==> src/rtl/core/assert_macros.svh <==
// Assertion macros used by the top level of the symbol codec.
// Depends on nothing; define ASSERT_OFF to compile the checks out.
`ifndef ASSERT_MACROS_SVH
`define ASSERT_MACROS_SVH
`ifndef ASSERT_OFF
// Check that a property holds at every rising edge outside reset.
`define ASSERT_PROP(label, clk, rst_n, prop) \
	label: assert property (@(posedge clk) disable iff (!rst_n) (prop)) \
		else $error("assertion failed");
// Check that a condition never holds at a rising edge outside reset.
`define ASSERT_NEVER(label, clk, rst_n, cond) \
	`ASSERT_PROP(label, clk, rst_n, !(cond))
`else
`define ASSERT_PROP(label, clk, rst_n, prop)
`define ASSERT_NEVER(label, clk, rst_n, cond)
`endif
`endif

==> src/rtl/core/u2s_pkg.sv <==
// Shared types, mode codes and helper functions of the symbol codec.
// Depends on nothing; used by every module of the block.
package u2s_pkg;

	// Input transaction payload
	typedef struct packed {
		logic [7:0] in_byte;
		logic       in_end;
	} in_t;

	// Output transaction payload
	typedef struct packed {
		logic [15:0] out_value;
		logic        out_last;
		logic        out_error;
	} out_t;

	// Work command from the front end to the back end
	typedef struct packed {
		logic [15:0] value;   // code unit, word, or symbol source
		logic        expand;  // send value as sixteen symbols
		logic        error;   // partial group error result
	} cmd_t;

	// Queue status seen by both ends
	typedef struct packed {
		logic head_valid;
		logic full;
	} q_stat_t;

	localparam logic [1:0] MODE_UNITS   = 2'd0;
	localparam logic [1:0] MODE_SYMBOLS = 2'd1;
	localparam logic [1:0] MODE_WORDS   = 2'd2;

	localparam logic [7:0] SYM_ONE  = 8'h65;
	localparam logic [7:0] SYM_ZERO = 8'h45;
	localparam logic [3:0] SYM_LAST = 4'hF;

	// Count leading ones of a lead byte (0 to 8)
	function automatic logic [3:0] lead_ones(input logic [7:0] b);
		logic [3:0] n;
		logic       run;
		n   = 4'd0;
		run = 1'b1;
		for (int i = 7; i >= 0; i--) begin
			if (run && b[i]) begin
				n = n + 4'd1;
			end else begin
				run = 1'b0;
			end
		end
		return n;
	endfunction

endpackage

==> src/rtl/core/u2s_front.sv <==
// Front end: mode register, decode state and per-byte classification.
// Depends on u2s_pkg; pushes work commands into u2s_queue.
module u2s_front (
	input  logic             clk,
	input  logic             arst_n,
	input  logic             cfg_we,
	input  logic [1:0]       cfg_wdata,
	input  logic             in_valid,
	output logic             in_ready,
	input  u2s_pkg::in_t     in_data,
	input  u2s_pkg::q_stat_t q_stat,
	output logic             push,
	output u2s_pkg::cmd_t    push_cmd
);

	logic [1:0]  mode_q;
	logic [2:0]  pending_q;
	logic [15:0] acc_q;
	logic [3:0]  count_q;

	logic [2:0]    pending_n;
	logic [15:0]   acc_n;
	logic [3:0]    count_n;
	logic          emit;
	u2s_pkg::cmd_t cmd;
	logic          accept;

	assign in_ready = !q_stat.full;
	assign accept   = in_valid && in_ready;
	assign push     = accept && emit;
	assign push_cmd = cmd;

	always_comb begin
		logic [3:0] len_m1;
		logic [7:0] b;
		b         = in_data.in_byte;
		len_m1    = u2s_pkg::lead_ones(b) - 4'd1;
		pending_n = pending_q;
		acc_n     = acc_q;
		count_n   = count_q;
		emit      = 1'b0;
		cmd       = '0;
		cmd.expand = (mode_q == u2s_pkg::MODE_SYMBOLS);
		case (mode_q)
			u2s_pkg::MODE_UNITS, u2s_pkg::MODE_SYMBOLS: begin
				if (pending_q == 3'd0) begin
					if (!b[7]) begin
						// plain byte is a code unit by itself
						acc_n     = '0;
						emit      = 1'b1;
						cmd.value = {8'h00, b};
					end else begin
						acc_n     = {10'h000, b[5:0]};
						pending_n = len_m1[2:0];
						if (pending_n == 3'd0) begin
							emit      = 1'b1;
							cmd.value = acc_n;
							acc_n     = '0;
						end
					end
				end else begin
					acc_n     = {acc_q[9:0], b[5:0]};
					pending_n = pending_q - 3'd1;
					if (pending_n == 3'd0) begin
						emit      = 1'b1;
						cmd.value = acc_n;
						acc_n     = '0;
					end
				end
				// string ends mid-sequence: flush the partial value
				if (in_data.in_end && pending_n != 3'd0) begin
					emit      = 1'b1;
					cmd.value = acc_n;
					acc_n     = '0;
					pending_n = 3'd0;
				end
			end
			u2s_pkg::MODE_WORDS: begin
				acc_n   = {acc_q[14:0], b == u2s_pkg::SYM_ONE};
				count_n = count_q + 4'd1;
				if (count_n == 4'd0) begin
					emit      = 1'b1;
					cmd.value = acc_n;
					acc_n     = '0;
				end else if (in_data.in_end) begin
					emit      = 1'b1;
					cmd.value = '0;
					cmd.error = 1'b1;
					acc_n     = '0;
					count_n   = 4'd0;
				end
			end
			default: begin
				emit = 1'b0;
			end
		endcase
	end

	always_ff @(posedge clk or negedge arst_n) begin
		if (!arst_n) begin
			mode_q    <= u2s_pkg::MODE_UNITS;
			pending_q <= '0;
			acc_q     <= '0;
			count_q   <= '0;
		end else begin
			if (cfg_we) begin
				mode_q <= cfg_wdata;
			end
			if (accept) begin
				pending_q <= pending_n;
				acc_q     <= acc_n;
				count_q   <= count_n;
			end
		end
	end

endmodule

==> src/rtl/core/u2s_queue.sv <==
// Short command queue between the front and back ends.
// Depends on u2s_pkg for the command and status types.
module u2s_queue #(
	parameter int DEPTH = 2
) (
	input  logic             clk,
	input  logic             arst_n,
	input  logic             push,
	input  u2s_pkg::cmd_t    push_cmd,
	input  logic             pop,
	output u2s_pkg::cmd_t    head_cmd,
	output u2s_pkg::q_stat_t q_stat
);

	localparam int PW = $clog2(DEPTH);
	localparam int CW = $clog2(DEPTH + 1);
	localparam logic [PW-1:0] PTR_LAST = PW'(DEPTH - 1);
	localparam logic [CW-1:0] CNT_FULL = CW'(DEPTH);

	u2s_pkg::cmd_t mem_q [DEPTH];
	logic [PW-1:0] wr_ptr_q;
	logic [PW-1:0] rd_ptr_q;
	logic [CW-1:0] count_q;

	assign head_cmd          = mem_q[rd_ptr_q];
	assign q_stat.head_valid = (count_q != '0);
	assign q_stat.full       = (count_q == CNT_FULL);

	always_ff @(posedge clk) begin
		if (push) begin
			mem_q[wr_ptr_q] <= push_cmd;
		end
	end

	always_ff @(posedge clk or negedge arst_n) begin
		if (!arst_n) begin
			wr_ptr_q <= '0;
			rd_ptr_q <= '0;
			count_q  <= '0;
		end else begin
			if (push) begin
				wr_ptr_q <= (wr_ptr_q == PTR_LAST) ? '0 : wr_ptr_q + PW'(1);
			end
			if (pop) begin
				rd_ptr_q <= (rd_ptr_q == PTR_LAST) ? '0 : rd_ptr_q + PW'(1);
			end
			case ({push, pop})
				2'b10:   count_q <= count_q + CW'(1);
				2'b01:   count_q <= count_q - CW'(1);
				default: count_q <= count_q;
			endcase
		end
	end

endmodule

==> src/rtl/core/u2s_back.sv <==
// Back end: turns queued commands into output transactions.
// Depends on u2s_pkg; drains u2s_queue into a registered output stage.
module u2s_back (
	input  logic             clk,
	input  logic             arst_n,
	input  u2s_pkg::q_stat_t q_stat,
	input  u2s_pkg::cmd_t    head_cmd,
	output logic             pop,
	output logic             out_valid,
	input  logic             out_ready,
	output u2s_pkg::out_t    out_data
);

	logic          out_valid_q;
	u2s_pkg::out_t out_data_q;
	logic [3:0]    sym_idx_q;

	logic          load;
	logic          last_sym;
	u2s_pkg::out_t res;

	assign load      = !out_valid_q || out_ready;
	assign last_sym  = (sym_idx_q == u2s_pkg::SYM_LAST);
	assign pop       = load && q_stat.head_valid && (!head_cmd.expand || last_sym);
	assign out_valid = out_valid_q;
	assign out_data  = out_data_q;

	always_comb begin
		res = '0;
		if (head_cmd.expand) begin
			// most significant bit first
			res.out_value = head_cmd.value[~sym_idx_q] ?
				{8'h00, u2s_pkg::SYM_ONE} : {8'h00, u2s_pkg::SYM_ZERO};
			res.out_last  = last_sym;
		end else begin
			res.out_value = head_cmd.value;
			res.out_last  = 1'b1;
			res.out_error = head_cmd.error;
		end
	end

	always_ff @(posedge clk) begin
		if (load && q_stat.head_valid) begin
			out_data_q <= res;
		end
	end

	always_ff @(posedge clk or negedge arst_n) begin
		if (!arst_n) begin
			out_valid_q <= 1'b0;
			sym_idx_q   <= '0;
		end else if (load) begin
			out_valid_q <= q_stat.head_valid;
			if (q_stat.head_valid && head_cmd.expand) begin
				sym_idx_q <= last_sym ? 4'd0 : sym_idx_q + 4'd1;
			end
		end
	end

endmodule

==> src/rtl/core/utf8_to_ucs2_symbol_codec.sv <==
// UTF-8 to UCS-2 symbol codec, top level; uses u2s_pkg, u2s_front, u2s_queue, u2s_back.
// Each command passes through the queue and then the registered output stage.
// Throughput, while results are taken: one byte per cycle in modes 0 and 2; in mode 1
// each code unit goes out as sixteen symbols, one per cycle from the back end's symbol
// counter, while the front end queues up to QUEUE_DEPTH - 1 commands behind the one
// under expansion. Reset selects mode 0 and clears all control state, but not the data registers.
`include "assert_macros.svh"

module utf8_to_ucs2_symbol_codec #(
	parameter int QUEUE_DEPTH = 2
) (
	input  logic          clk,
	input  logic          arst_n,
	// configuration: mode register
	input  logic          cfg_we,
	input  logic [1:0]    cfg_wdata,
	// input byte channel
	input  logic          in_valid,
	output logic          in_ready,
	input  u2s_pkg::in_t  in_data,
	// result channel
	output logic          out_valid,
	input  logic          out_ready,
	output u2s_pkg::out_t out_data
);

	logic             push;
	logic             pop;
	u2s_pkg::cmd_t    push_cmd;
	u2s_pkg::cmd_t    head_cmd;
	u2s_pkg::q_stat_t q_stat;

	// Front end: hold the mode, decode bytes, push at most one command per byte
	u2s_front u_front (
		.clk       (clk),
		.arst_n    (arst_n),
		.cfg_we    (cfg_we),
		.cfg_wdata (cfg_wdata),
		.in_valid  (in_valid),
		.in_ready  (in_ready),
		.in_data   (in_data),
		.q_stat    (q_stat),
		.push      (push),
		.push_cmd  (push_cmd)
	);

	// Queue: decouple decode from the symbol expansion
	u2s_queue #(
		.DEPTH (QUEUE_DEPTH)
	) u_queue (
		.clk      (clk),
		.arst_n   (arst_n),
		.push     (push),
		.push_cmd (push_cmd),
		.pop      (pop),
		.head_cmd (head_cmd),
		.q_stat   (q_stat)
	);

	// Back end: advance through symbols or forward units and words
	u2s_back u_back (
		.clk       (clk),
		.arst_n    (arst_n),
		.q_stat    (q_stat),
		.head_cmd  (head_cmd),
		.pop       (pop),
		.out_valid (out_valid),
		.out_ready (out_ready),
		.out_data  (out_data)
	);

	// Never push into a full queue or pop an empty one
	`ASSERT_NEVER(a_push_full, clk, arst_n, push && q_stat.full)
	`ASSERT_NEVER(a_pop_empty, clk, arst_n, pop && !q_stat.head_valid)
	// An error result is a lone zero value that closes its transaction
	`ASSERT_PROP(a_err_form, clk, arst_n, (out_valid && out_data.out_error) |-> (out_data.out_last && out_data.out_value == 16'h0000))
	// Only symbol expansion yields results that are not last
	`ASSERT_PROP(a_sym_form, clk, arst_n, (out_valid && !out_data.out_last) |-> (out_data.out_value == 16'h0065 || out_data.out_value == 16'h0045))

endmodule

==> config.mk <==
export PLATFORM = sky130hd
export DESIGN_NAME = utf8_to_ucs2_symbol_codec
export DESIGN_NICKNAME = d
export VERILOG_FILES = /design/src/rtl/core/u2s_pkg.sv /design/src/rtl/core/u2s_front.sv /design/src/rtl/core/u2s_queue.sv /design/src/rtl/core/u2s_back.sv /design/src/rtl/core/utf8_to_ucs2_symbol_codec.sv
export VERILOG_INCLUDE_DIRS = /design/src /design/src/rtl/core
export SDC_FILE = /design/constraint.sdc
export NUM_CORES = 1
export LEC_CHECK = 0
export ABC_AREA = 1
export BUFFER_PORTS_ARGS = -buffer_cell sky130_fd_sc_hd__buf_2
export CORE_ASPECT_RATIO = 1.5
export CORE_MARGIN = 5
export CORE_UTILIZATION = 50
export CTS_CLUSTER_DIAMETER = 50
export DETAILED_ROUTE_END_ITERATION = 8
export GPL_TIMING_DRIVEN = 0
export PLACE_DENSITY_LB_ADDON = 0.1
export SETUP_SLACK_MARGIN = 0.4
export SYNTH_ARGS = -nofsm -noshare
export SYNTH_HDL_FRONTEND = slang
export SYNTH_HIERARCHICAL = 1
export SYNTH_SLANG_ARGS = --single-unit
==> constraint.sdc <==
create_clock -name clk -period 3.5 [get_ports clk]
set_clock_uncertainty 0.05 [all_clocks]
set_input_delay 0.7 -clock clk [delete_from_list [all_inputs] [get_ports clk]]
set_output_delay 0.7 -clock clk [all_outputs]
set_load 0.005 [all_outputs]
==> out/metrics.csv, run 1 <==
metric,value,unit
"Top FF cell, synth",edfxtp_1,
Inserted Diodes,0,
Post-Syn Area,5210,um2
Max IR drop VDD,450,uV
Die Y,135,um
CTS tree,done,
register area share after synthesis,0.470,
Tot GR Track Use,0.198,
initial antenna violation count,0,
Lkg Pwr,2.87,nW
final wirelength,12000,um
H-tree Lvls,3,
Worst-Margin Slew,801,ps
Max Root-Sink Buffers,2,
# DRC,0,
layout cells sized above 1,0.282,
"antenna viol nets, final",0,
clk sinks,87,
CP required,3670,ps
RSZ-0062 raised after global routing,true,
violated checks,setup timing,
"Avg Cell Area, Syn",8.70,um2
Crit. End Element,register,
first-pass GRT wire length,19500,um
Site Rows,45,
DR pass1 iterations,4,
count of final setup violators,89,
Clock transition at path regs,60,ps
Iter 0 DRT Violations,154,
post-DP HPWL,8570,um
fin. max-slew vios,0,
Worst-Skew Late Latency,330,ps
vias in the first global route,4306,
hold crit path type,in2async,
grt ovf,0,
CTS Hold Bufs,0,
total core area,10200,um2
final hold vios,0,
Synth top area share,0.311,
post-synth top area cell,edfxtp_1,
"count leader, synth",nand2_1,
Post-synth top cells,"110 x nand2_1, 89 x inv_1, 56 x nand3_1",
die area,12600,um2
crit path max-delay cell type,ha_1,
Hold WS,407,ps
type of the worst setup path,in2reg,
Netlist cell types,40,
top post-synthesis cells by area,"edfxtp_1 31%, dfrtp_1 16%, nand2_1 7.9%",
f_max,186,MHz
largest net degree at the start of global routing,34,
Area growth syn-to-layout,24.1,%
IO Port Bufs,33,
Synth Instances,599,
status,"finished, violations left",
Crit Path Max Fanout,8,
Final Cycle Share,1.53,
Max stage delay on crit path,290,ps
register bit total from synthesis,87,
Post-synth EDFFs,54,
fin nets,699,
Yosys warning count,6,
Die X,93.4,um
Ports,36,
crit path time final,5370,ps
clock buffer count from CTS,9,
final worst-path setup slack,-1870,ps
"Net Count, Synth",629,
Worst slew margin,0.466,
GPL Wtd Cong,0.908,
vias,4271,
Post-synth ARST share,0.379,
WL/cell,14.8,um
Root Driver,clkbuf_16,
Startpoint Class,input pin,
CP arrival,5540,ps
Initial Util,0.511,
DR vias/cell,5.24,
power per cell area,837,nW/um2
Final Util,0.635,
max_cap viols,0,
==> cells by family after synthesis <==
group,count (synthesis),share of synthesized area
AOI/OAI and AO/OA,84,0.105
xor gates and xnor gates,7,0.0118
adders and majority gates,14,0.0336
buffers and inverters,123,0.107
DFF,87,0.470
muxes,1,0.00192
and+or+nand+nor,283,0.271
==> power by group <==
| group | switching, mW | internal [mW] |
|---|---|---|
| registers | 0.174 | 1.58 |
| clock network | 0.371 | 0.655 |
| logic | 1.60 | 1.04 |
==> through the flow <==
step / power, mW / setup WS [ps] / cells / TNS [ps] / instance area (um2)
floorplan: 3.48 / -1830 / 599 / -126320 / 5290
detailed placement: 4.06 / -2890 / 773 / -214350 / 5630
global route: 5.80 / -2060 / 815 / -165270 / 6470
global placement: 4.00 / -2720 / 773 / -199950 / 5630
finish: 5.41 / -1870 / 815 / -151030 / 6470
CTS: 5.36 / -1810 / 812 / -149020 / 6320
==> layout make-up <==
cell class                 count  area, um2
fill                         832       3720
clock buffer                  16        337
inverter                      99        393
multi-input combinational    390       2490
buffer                        24        186
timing repair buffer          58        435
sequential                    87       2450
tap                          141        176
==> worst max-delay path, delay by kind of cell <==
family | cells | cell delay, ps
AO/OA/AOI/OAI | 3 | 610
adder cells (fa/ha/maj) | 8 | 2090
buffers and inverters | 6 | 450
multiplexers | 1 | 220
AND/OR/NAND/NOR | 20 | 1460
==> routing by layer <==
layer	share of wire	up-vias	GRT usage
met1	0.35	2000	0.194
met3	0.040	41	0.0346
li1	-	2112	-
met4	0.053	0	0.133
met2	0.56	118	0.369
met5	0	-	0
==> registers in the layout, summed over array words and instances, names as in the netlist, 2 cells and up <==
register           cells
u_queue/count_q        2
u_front/mode_q         2
u_front/pending_q      3
u_back/sym_idx_q       4
u_queue/mem_q         36
u_front/count_q        4
u_front/acc_q         15
u_back/out_data       18
==> final timing paths <==
check | start | cells after the start | to | slack [ps]
worst max-delay path | in_data[7] | 38 | u_queue/count_q[1] | -1870
worst min register to register | u_queue/count_q[1] | 2 | u_queue/count_q[1] | 440
worst max register to register | u_front/pending_q[0] | 16 | u_queue/count_q[1] | 610
worst min-delay path | arst_n | 1 | u_queue/count_q[1] | 410
max in group asynchronous | arst_n | 1 | u_front/acc_q[1] | 2480
min in group clk | u_queue/count_q[1] | 2 | u_queue/count_q[1] | 440
==> cell usage in the layout, fill, tap and decap left out, types with 6 or more instances in the layout <==
cell type and count:
nand2_1 104, inv_1 84, edfxtp_1 54, nand3_1 49
nor2_1 49, buf_2 36, dfrtp_1 33, nor3_1 23
buf_4 20, a21oi_1 16, o21ai_2 15, o21ai_0 14
clkbuf_16 13, clkbuf_1 13, nand2_2 12, nand3_2 12
o31ai_1 11, inv_2 9, buf_12 8, o21ai_1 8
ha_1 8, nor2_4 8, a21oi_2 8, buf_6 7
nand2_8 6, o21bai_2 6
==> repair_timing <==
| item | in CTS | in global routing |
|---|---|---|
| setup buffers | 22 | 3 |
| endpoints found under the setup margin | 89 | 89 |
| pin swaps | 15 | 17 |
| gates cloned | 1 | 0 |
| hold endpoints to repair | 0 | 0 |
| resized for setup | 32 | 27 |
(Power assumes the default switching activity.)
==> run 2: changes to the inputs <==
- ABC_AREA: 1 -> not set
==> run 2 against run 1 <==
  * Largest power group unchanged
  * Non-clock buffer count shrank 7
  * Global-route usage shrank 1.3 points
  * Worst setup slack lost 720 ps
  * Sequential share of layout area grew 4.0 points
  * Area after synthesis shrank 7.5%
  * The run still ends with setup timing left
  * Sequential power shrank 4%
  * Largest cell class is now flip-flops and latches
  * First-iteration DRC count grew 1.3%
  * Synthesized cell count shrank 33%
  * Critical path depth shrank 4
  * Flip-flop and latch count is the same
==> out/metrics.csv, run 2 <==
metric,value,unit
status,"finished, violations left",
violated checks,setup timing,
Most common cell on crit path,ha_1,
internal power,2.96,mW
clock buffer count from CTS,9,
DR vias/cell,5.77,
hold crit path type,in2async,
# DRC,0,
placed cell area,5200,um2
max_cap viols,0,
total core area,9580,um2
layout cells sized above 1,0.307,
sw frac,0.341,
"Net Count, Synth",431,
Post-synth EDFFs,54,
Clock transition at path regs,60,ps
met3 global-route usage,0.0283,
Max Root-Sink Buffers,2,
post-synth top area cell,edfxtp_1,
fin nets,501,
Crit Path Max Fanout,5,
Max IR drop VDD,491,uV
Inserted Diodes,0,
R2R depth,14,
"count leader, synth",edfxtp_1,
GR Util met1,0.180,
first-pass GRT wire length,17100,um
H-tree Lvls,3,
FF+latch area,2450,um2
crit path buf inv count,5,
power per cell area,768,nW/um2
Synth Instances,401,
max reg flops,36,
type of the worst setup path,in2reg,
"Top FF cell, synth",edfxtp_1,
DR pass1 iterations,4,
Worst-Margin Slew,895,ps
RSZ-0062 raised after global routing,true,
"most common cell after layout, fill and taps aside",edfxtp_1,
CP arrival,6290,ps
critical path's top delay family,adder cells,
Startpoint Class,input pin,
Max stage delay on crit path,310,ps
Lkg Pwr,2.45,nW
Worst slew margin,0.403,
Placed Cells,548,
Comb pwr share,0.417,
Flop pwr share,0.373,
die area,11700,um2
Netlist cell types,65,
f_max,164,MHz
Ports,36,
highest-count cells in the layout ignoring fill and taps,"54 x edfxtp_1, 38 x nand2_1, 33 x buf_2, 33 x dfrtp_1, 24 x a22o_1",
Area growth syn-to-layout,21.3,%
Die Y,130,um
Synth top area share,0.336,
count of final setup violators,88,
reg2reg end,u_queue/count_q[1],
R2R Setup Slk,460,ps
largest net degree at the start of global routing,34,
post-DP HPWL,7410,um
register area share after synthesis,0.508,
Post-Syn Area,4820,um2
reg-to-reg startpoint,u_front/pending_q[1],
Iter 0 DRT Violations,156,
FILL cells,801,
top post-synthesis cells by area,"edfxtp_1 34%, dfrtp_1 17%, a22o_1 4.4%",
initial antenna violation count,0,
Final Cycle Share,1.74,
Die X,90.2,um
Tot GR Track Use,0.184,
final hold vios,0,
fin. max-slew vios,0,
"antenna viol nets, final",0,
grt ovf,0,
Yosys warning count,6,
CP required,3710,ps
crit path time final,6090,ps
Root Driver,clkbuf_16,
"Avg Cell Area, Syn",12.0,um2
TNS Setup,-216820,ps
GPL Wtd Cong,0.849,
Worst-Skew Late Latency,340,ps
crit path max-delay cell type,ha_1,
vias in the first global route,3508,
Site Rows,44,
post-route cell area,5850,um2
vias,3410,
register bit total from synthesis,87,
Initial Util,0.503,
area of the multi-input gates,2350,um2
Post-synth ARST share,0.379,
CTS tree,done,
IO Port Bufs,32,
final worst-path setup slack,-2590,ps
Biggest register,u_queue/mem_q,
Crit. End Element,register,
clk sinks,87,
WL/cell,17.9,um
Post-synth top cells,"54 x edfxtp_1, 39 x nand2_1, 33 x dfrtp_1",
final wirelength,10600,um
Sw Pwr,1.53,mW
CTS Hold Bufs,0,
clock network power share,0.210,
GR peak layer,met2,
"Cell Count, Final, Fillers Out",591,
met2 Usage GRT,0.364,
==> run 2: cell families (layout without fill, tap and decap cells) <==
family	count (synthesis)	in the layout	synth area share
AO/OA/AOI/OAI	98	98	0.164
XOR/XNOR	9	9	0.0163
adder cells (fa/ha/maj)	14	14	0.0363
buffers and inverters	35	107	0.0418
flip-flops	87	87	0.508
multiplexers	33	33	0.0940
AND/OR/NAND/NOR	125	128	0.140
==> run 2: how the worst max path moves through the flow <==
stage                           from                   end  slack (ps)  cells after the start
after global placement    in_data[8]  u_queue/mem_q[0][17]       -3360                     30
after global routing      in_data[8]    u_queue/count_q[1]       -2780                     34
after CTS                 in_data[8]    u_queue/count_q[1]       -2690                     33
final                     in_data[8]    u_queue/count_q[1]       -2590                     34
after floorplan           in_data[8]   u_queue/mem_q[0][0]       -2640                     29
after detailed placement  in_data[8]  u_queue/mem_q[0][14]       -3510                     30
==> run 2: layer usage <==
| layer | vias up | routed length, um |
|---|---|---|
| met5 | - | 0 |
| met2 | 83 | 6030 |
| met4 | 0 | 420 |
| met3 | 30 | 375 |
| met1 | 1645 | 3770 |
| li1 | 1652 | - |
==> run 2: final cells by class <==
class                           count  area share
Sequential cell                    87       0.418
Multi-Input combinational cell    282       0.403
Timing Repair Buffer               56      0.0676
Clock buffer                        9      0.0385
Buffer                             19      0.0259
Tap cell                          115      0.0246
Clock inverter                      7      0.0122
Inverter                           16      0.0103
==> run 2: metrics by stage <==
stage / hold WS, ps / worst slack [ps] / utilization / total power, mW
2_1_floorplan: 354 / -2640 / - / 2.87
3_3_place_gp: 417 / -3360 / 0.542 / 3.26
3_5_place_dp: 430 / -3510 / 0.542 / 3.31
4_1_cts: 417 / -2690 / 0.598 / 4.44
5_1_grt: 469 / -2780 / 0.611 / 4.75
6_report: 399 / -2590 / 0.611 / 4.49
==> run 2: what timing repair did <==
action,4_1_cts,5_1_grt
hold endpoints to repair,0,0
setup endpoints to repair,88,88
cloned,4,1
resized for setup,23,13
pin swaps,22,12
buffers inserted,15,7
==> run 2: power groups by stage <==
stage / registers, mW / logic [mW] / clock network (mW)
CTS: 1.68 / 1.79 / 0.971
finish: 1.68 / 1.87 / 0.942
global route: 1.72 / 2.03 / 1.01
global placement: 1.68 / 1.58 / 0
detailed placement: 1.69 / 1.62 / 0
floorplan: 1.65 / 1.22 / 0
==> run 3: changes to the inputs <==
- CORE_UTILIZATION: 50 -> 40
==> run 3 against run 2 <==
  * The run still ends with setup timing left
  * Global-route usage is 2.9 points lower
  * Sequential power hardly changed
  * Register-to-register slack worse by 170 ps
  * Combinational power is 3% lower
  * Wire length increased by 4.2%
  * Critical path depth shrank 3
  * Die area increased by 23%
  * Largest cell class unchanged
  * Largest power group unchanged
==> out/metrics.csv, run 3 (same netlist as run 2, synthesis figures left out) <==
metric,value,unit
f_max,161,MHz
internal power,2.97,mW
Ports,36,
count of final setup violators,88,
Die Y,144,um
final hold vios,0,
"most common cell after layout, fill and taps aside",edfxtp_1,
Startpoint Class,input pin,
crit path max-delay cell type,a221oi_4,
Inserted Diodes,0,
# DRC,0,
max_cap viols,0,
Biggest register,u_queue/mem_q,
Clock transition at path regs,70,ps
fin. max-slew vios,0,
reg-to-reg startpoint,u_front/pending_q[0],
Die X,99.6,um
Area growth syn-to-layout,21.1,%
Sw Pwr,1.51,mW
WL/cell,17.6,um
Max IR drop VDD,333,uV
CTS tree,done,
Final Cycle Share,1.77,
CP arrival,6230,ps
Setup Slack @ Placement,-3550,ps
RSZ-0062 raised after global routing,true,
Most common cell on crit path,ha_1,
Crit Path Max Fanout,5,
vias,3427,
Worst-Skew Late Latency,340,ps
Worst-Margin Slew,1120,ps
Tot GR Track Use,0.155,
Lkg Pwr,2.44,nW
crit path time final,6190,ps
Flop pwr share,0.375,
Initial Util,0.405,
GPL Wtd Cong,0.770,
FILL cells,1107,
FF+latch area,2450,um2
vias in the first global route,3367,
Worst Setup SP,in_data[8],
area of the multi-input gates,2300,um2
Worst slew margin,0.247,
grt ovf,0,
Max stage delay on crit path,310,ps
highest-count cells in the layout ignoring fill and taps,"54 x edfxtp_1, 39 x nand2_1, 33 x buf_2, 33 x dfrtp_1, 24 x a22o_1",
Crit. End Element,register,
violated checks,setup timing,
Site Rows,49,
Comb pwr share,0.405,
crit path buf inv count,6,
hold crit path type,in2async,
Max Root-Sink Buffers,2,
final wirelength,11000,um
Iter 0 DRT Violations,177,
clock buffer count from CTS,9,
clk sinks,87,
largest net degree at the start of global routing,34,
layout cells sized above 1,0.291,
post-route cell area,5840,um2
Final Util,0.491,
placed cell area,5240,um2
critical path's top delay family,compound AO/OA/AOI/OAI gates,
Root Driver,clkbuf_16,
clock network power share,0.221,
DR pass1 iterations,4,
final worst-path setup slack,-2690,ps
first-pass GRT wire length,17300,um
sw frac,0.338,
H-tree Lvls,3,
post-DP HPWL,7660,um
die area,14400,um2
"antenna viol nets, final",0,
max reg flops,36,
fin nets,499,
DR vias/cell,5.47,
IO Port Bufs,32,
CTS Hold Bufs,0,
status,"finished, violations left",
initial antenna violation count,0,
CP required,3540,ps
total core area,11900,um2
power per cell area,767,nW/um2
type of the worst setup path,in2reg,
run 3: cell types whose count changed in the layout (fill, tap and decap cells not counted), sizes merged:
cell and delta:
clkbuf +1, clkinvlp -1, buf -2
run 3: worst reg2reg max path: stages (launching register included):
cell and delay [ps]:
dfrtp_1 420, inv_1 100, ha_1 200, clkbuf_1 210
inv_1 120, a21oi_1 80, o31ai_1 930, a21boi_4 170
o22ai_4 220, inv_2 100, ha_4 170, xnor2_2 120
nor2_2 90, xor2_1 150
run 3: per-layer routing:
metal  track usage  routed length, um  vias up  share of wire
met1         0.158               4050     1677           0.37
met5             0                  0        -              0
met4        0.0719                361        0          0.033
li1              -                  -     1646              -
met3        0.0241                376       24          0.034
met2         0.306               6260       80           0.57
run 3: final timing paths:
kind                            cells past startpoint                    to  slack (ps)
worst max-delay path                               31  u_queue/mem_q[0][14]       -2690
worst min-delay path                                1     u_front/mode_q[1]         390
worst max register to register                     13    u_queue/count_q[1]         290
worst min register to register                      1    u_queue/count_q[1]         440
max in group asynchronous                           1      u_front/acc_q[0]        2490
min in group clk                                    1    u_queue/count_q[1]         440
run 3: repair_timing:
action                                  CTS  global route
pin swaps                                21             6
endpoints found under the setup margin   88            88
setup buffers                            12             9
resized for setup                        16             5
cloned                                    2             2
run 3: through the flow:
step	total power [mW]	hold slack (ps)	setup TNS [ps]	instances
floorplan	2.87	354	-208670	401
global placement	3.28	416	-265320	586
detailed placement	3.32	436	-280110	586
CTS	4.43	419	-218690	616
global route	4.74	455	-248880	627
finish	4.48	393	-225260	627
run 3: cell type report:
cell class	instances	share of cell area
Clock inverter	6	0.0109
Buffer	19	0.0259
Multi-Input combinational cell	282	0.395
Timing Repair Buffer	54	0.0632
Inverter	16	0.0103
Tap cell	153	0.0328
Sequential cell	87	0.419
Clock buffer	10	0.0429
run 3: power groups by stage:
stage	Combinational, mW	Sequential, mW	Clock (mW)
6_report	1.81	1.68	0.988
5_1_grt	1.98	1.71	1.05
4_1_cts	1.74	1.68	1.01
3_5_place_dp	1.63	1.69	0
3_3_place_gp	1.60	1.68	0
2_1_floorplan	1.22	1.65	0
